$ cat config.mk
export PLATFORM = sky130hd
export DESIGN_NAME = mpq_ctrl
export DESIGN_NICKNAME = d
export VERILOG_FILES = /design/src/rtl/mpq_pkg.sv /design/src/rtl/mpq_ctrl.sv
export SDC_FILE = /design/constraint.sdc
export NUM_CORES = 1
export LEC_CHECK = 0
export BUFFER_PORTS_ARGS = -buffer_cell sky130_fd_sc_hd__buf_4
export CAP_MARGIN = 5
export CORE_AREA = 2 2 39 41
export DETAILED_ROUTE_END_ITERATION = 10
export DIE_AREA = 0 0 41 43
export GPL_ROUTABILITY_DRIVEN = 0
export PLACE_DENSITY = 0.45
export SLEW_MARGIN = 40
export SYNTH_ARGS = -nofsm -noshare
export SYNTH_HDL_FRONTEND = slang
export SYNTH_SLANG_ARGS = --single-unit
$ cat constraint.sdc
create_clock -name i_clk -period 3.05 [get_ports i_clk]
set_input_delay 0.305 -clock i_clk [delete_from_list [all_inputs] [get_ports i_clk]]
set_output_delay 0.305 -clock i_clk [all_outputs]
set_load 0.02 [all_outputs]
$ cat src/rtl/mpq_pkg.sv
// Shared types and codes for the max priority queue.
package mpq_pkg;
    typedef enum logic [1:0] {
        MODE_ENQ  = 2'd0,
        MODE_DEQ  = 2'd1,
        MODE_FIND = 2'd2,
        MODE_SWAP = 2'd3
    } t_mode;

    typedef enum logic [1:0] {
        ST_OK       = 2'd0,
        ST_EMPTY    = 2'd1,
        ST_FULL     = 2'd2,
        ST_NOTFOUND = 2'd3
    } t_status;

    typedef enum logic [2:0] {
        S_IDLE,
        S_EXEC,
        S_SWAP,
        S_SORT,
        S_OUT
    } t_state;

    // controller to datapath
    typedef struct packed {
        logic load;   // capture input word
        logic exec;   // do enqueue / dequeue / lookup
        logic swap;   // exchange fields in every cell
        logic sort;   // one odd-even transposition pass
        logic emit;   // load output register
    } t_cmd;

    // datapath to controller
    typedef struct packed {
        logic sort_done;
    } t_stat;
endpackage

$ cat src/rtl/mpq_ctrl.sv
// Controller state machine for the max priority queue.
module mpq_ctrl (
    input  logic           i_clk,
    input  logic           i_rst_n,
    input  logic           i_in_valid,
    input  mpq_pkg::t_mode i_mode,
    input  logic           i_out_busy,
    input  mpq_pkg::t_stat i_stat,
    output logic           o_in_ready,
    output mpq_pkg::t_cmd  o_cmd
);
    mpq_pkg::t_state r_state, n_state;

    always_ff @(posedge i_clk) begin
        if (!i_rst_n) begin
            r_state <= mpq_pkg::S_IDLE;
        end else begin
            r_state <= n_state;
        end
    end

    always_comb begin
        n_state = r_state;
        unique case (r_state)
            mpq_pkg::S_IDLE: begin
                if (i_in_valid) begin
                    n_state = (i_mode == mpq_pkg::MODE_SWAP) ? mpq_pkg::S_SWAP
                                                             : mpq_pkg::S_EXEC;
                end
            end
            mpq_pkg::S_EXEC: n_state = mpq_pkg::S_OUT;
            mpq_pkg::S_SWAP: n_state = mpq_pkg::S_SORT;
            mpq_pkg::S_SORT: begin
                if (i_stat.sort_done) begin
                    n_state = mpq_pkg::S_OUT;
                end
            end
            mpq_pkg::S_OUT: begin
                if (!i_out_busy) begin
                    n_state = mpq_pkg::S_IDLE;
                end
            end
            default: n_state = mpq_pkg::S_IDLE;
        endcase
    end

    always_comb begin
        o_cmd      = '0;
        o_in_ready = 1'b0;
        unique case (r_state)
            mpq_pkg::S_IDLE: begin
                o_in_ready = 1'b1;
                o_cmd.load = i_in_valid;
            end
            mpq_pkg::S_EXEC: o_cmd.exec = 1'b1;
            mpq_pkg::S_SWAP: o_cmd.swap = 1'b1;
            mpq_pkg::S_SORT: o_cmd.sort = 1'b1;
            mpq_pkg::S_OUT:  o_cmd.emit = !i_out_busy;
            default: ;
        endcase
    end
endmodule

==> results <==
- The worst slack on hold paths is 0.313 ns.
- The relative contribution of sequential cells to total power is 27.5%.
- Setup repair after global routing left no endpoint under its margin.
- For this block, the routed nets add up to 591 µm of wire.
- The sequential cell area is 60.1 µm².
- The clock drives 3 sinks.
- The final-report max-slew violation count is 0.
- The ratio of cells with drive above 1 in the final layout is 48.8%.
- Fill cells in the final layout number 156.
- Net switching is 42.1% of the power.
- The combinational share of power is 50.3%.
- The area of the multi-input gates is 175 µm².
- The number of instances in the synthesized netlist is 27.
- The number of search-and-repair iterations in the first detailed-routing pass is 4.
- The netlist uses 17 different library cells.
- By area the synthesized netlist is led by sky130_fd_sc_hd__dfxtp_1 24%, sky130_fd_sc_hd__nor3b_1 12%, sky130_fd_sc_hd__nor4bb_4 9.9%.
- The clock tree skew after final layout is 0.00301 ns.
- During placement, the flow inserted port buffers numbering 12.
- The static leakage power is 0.159 nW.
- At the worst endpoint, the required time is 2.74 ns.
- The buffer count from post-CTS setup fixing is 0.
- More flip-flops sit in one register than any other, and that register is r_state.
- The number of warnings printed during yosys synthesis is 0.
- The number of antenna violations at the first check in global routing was 0.
- The smallest clock period supported by the final layout is computed as 1.66 ns.
- The largest vdd supply drop is 0.213 mV.
- In this run the power spent charging and discharging nets is 0.133 mW.
- Each instance of the synthesized netlist takes up on average 9.41 µm².
- The share of the yosys chip area belonging to registers is 23.6%.
- The number of hold buffers added after CTS was 0.
- The worst register-to-register path begins at r_state[2].
- Power comes to 0.314 mW.
- Setup violations remaining at the end of the flow were counted as 0.
- The vertical die dimension is 43 µm.
- The cell count of the worst hold path is 2.
- The number of cells on the worst reg-to-reg path is 3.
- The highest attainable clock frequency is 603 MHz.
- The average via count per standard cell is 4.35.
- In this run the horizontal extent of the chip is 41 µm.
- STA classifies the critical path startpoint as a flop.
- The critical path is of the reg -> out type.
- After floorplanning, the core was divided into 14 placement rows.
- The mapped netlist covers 254 µm².
- The root buffer selected by CTS is sky130_fd_sc_hd__clkbuf_4.
- The internal power contribution is 0.182 mW.
- Dividing the detail-routed wire length by the instance count gives 10.4 µm.
- The clock transition at the register clock pins on the worst setup and hold paths after CTS is 0.04 ns.
- The total inserted antenna cells is 0.
- The final clock period utilization by the worst path is 54.4%.
- The flip-flop count of the largest register, all copies and words added is 3.
- The number of hold-slack violations in the final timing report came to 0.
- The post-route cell area is 372 µm².
- CTS built an H-tree with a depth of 1.
- The first element of the critical path is r_state[2].
- The first routing iteration left 4 violations.
- The number of maximum-capacitance constraint violations is 0.
- Leaving out fill and tap cells, the most frequent cells in the layout are 12 x sky130_fd_sc_hd__buf_4, 4 x sky130_fd_sc_hd__nor3b_1, 3 x sky130_fd_sc_hd__nor2b_1, 3 x sky130_fd_sc_hd__clkbuf_4, 3 x sky130_fd_sc_hd__dfxtp_1.
- STA classifies the critical path endpoint as a primary output.
- For the final routed database, the setup TNS stands at 0 ns.
- The global-route total usage across every layer is 8.02%.
- The area overhead of the layout relative to synthesis is 46.3%.
- The remaining antenna violation count after routing is 0.
- During I/O placement, the number of pins put on the boundary was 13.
- The routed layout has 248 vias.
- The die footprint is 0.00176 mm².
- In this run, CTS created clock tree buffers numbering 3.
- The critical path goes through nor2b_1 -> nor3b_1 -> buf_4.
- Of all cell types, the one taking the most synthesized area is sky130_fd_sc_hd__dfxtp_1.
- Synthesis produced a netlist with a net count of 34.
- The cell area power density is 846 mW/mm².
- The clock passes through at most 2 buffers.
- The most common library cell in the layout ignoring fill and taps is sky130_fd_sc_hd__buf_4.
- The standard cell with the maximum stage delay on the critical path is sky130_fd_sc_hd__dfxtp_1.
- The net count of the finished layout is 49.
- The first global-routing pass estimated 910 µm of wire.
- In this run the worst hold path is classified as in -> reg.
- The clock reaches the later pin of the worst-skew pair after 0.23 ns.
- The largest registers in the layout are r_state x3.
- The worst hold path startpoint is i_rst_n.
- After synthesis, the largest area contributor takes up 23.6% of total cell area.
- Entering global routing, the biggest net connects 11 pins.
- Data arrives at the worst endpoint at 1.35 ns.
- The number of global-route vias before repair was 232.
- The pin slew with the least headroom to its limit is 0.368 ns.
- The global route total overflow is 0.
- On the worst path, the slowest cell contributes a delay of 0.48 ns.
- The share of total power dissipated in the clock network is 22.2%.
- The DRC violations left is 0.
- The critical-path maximum fanout is 9.
- The initial standard-cell utilization of the core is 18.4%.
- Summing all placed instances gives a cell area of 345 µm².
- The number of gates resized after cts is 0.
- The flow ran to the end, and the final reports show no timing, DRC or antenna violations.
- The relative max-transition margin is 75.4%.
- Synthesis inferred 3 register bits.
- The core outline area is 0.00138 mm².
- The TritonCTS clock tree is done.
[synth_stat cells (all sizes together)]
cell,number
o41ai,1
nor3,1
nor3b,4
buf,2
nand2b,1
o21a,1
nand3,1
nor2b,3
nand2,2
a211oi,1
a21oi,2
dfxtp,3
and3b,1
nor2,1
nor4bb,1
and2,2
[per-stage QoR]
step                      utilization (%)  std cells  worst slack, ns
after floorplan                         -         27             1.60
after global placement               25.0         53             1.73
after detailed placement             25.0         53             1.64
after CTS                            26.9         57             1.37
after global routing                 26.9         57             1.26
final                                26.9         57             1.39
[area by class of cell]
cell class                      count  share of cell area (%)
Multi-Input combinational cell     22                    47.1
Timing Repair Buffer               12                    24.2
Tap cell                           16                    5.39
Sequential cell                     3                    16.2
Clock buffer                        4                    7.07
[critical path, delay by kind of cell (launching register included)]
| family | cells | cell delay, ns |
|---|---|---|
| buf+inv | 1 | 0.18 |
| simple gates | 2 | 0.46 |
| flops | 1 | 0.48 |
[power by group through the flow]
stage	registers (mW)	clock network (mW)	logic (mW)
after floorplan	0.0653	0	0.132
after global placement	0.0850	0	0.162
after detailed placement	0.0874	0	0.160
after CTS	0.0872	0.0740	0.161
after global routing	0.0923	0.0788	0.170
final	0.0864	0.0698	0.158
[final timing paths]
path                end  slack (ns)
max reg2reg  r_state[0]        1.93
min          r_state[2]        0.31
min reg2reg  r_state[1]        0.79
max            o_cmd[0]        1.39
[layer usage]
metal / up-vias / GRT usage (%) / wire length (µm)
met2: 10 / 13.1 / 313
li1: 123 / - / -
met3: 0 / 6.28 / 61
met5: - / 0 / 0
met4: 0 / 2.00 / 0
met1: 115 / 7.35 / 217
[logic make-up (layout without fill, tap and decap cells)]
kind of cell	Yosys count	after routing	share of synthesized area (%)
AO/OA/AOI/OAI	5	5	18.2
buffers and inverters	2	16	7.39
flip-flops	3	3	23.6
AND/OR/NAND/NOR	17	17	50.7
(Power assumes the default switching activity.)
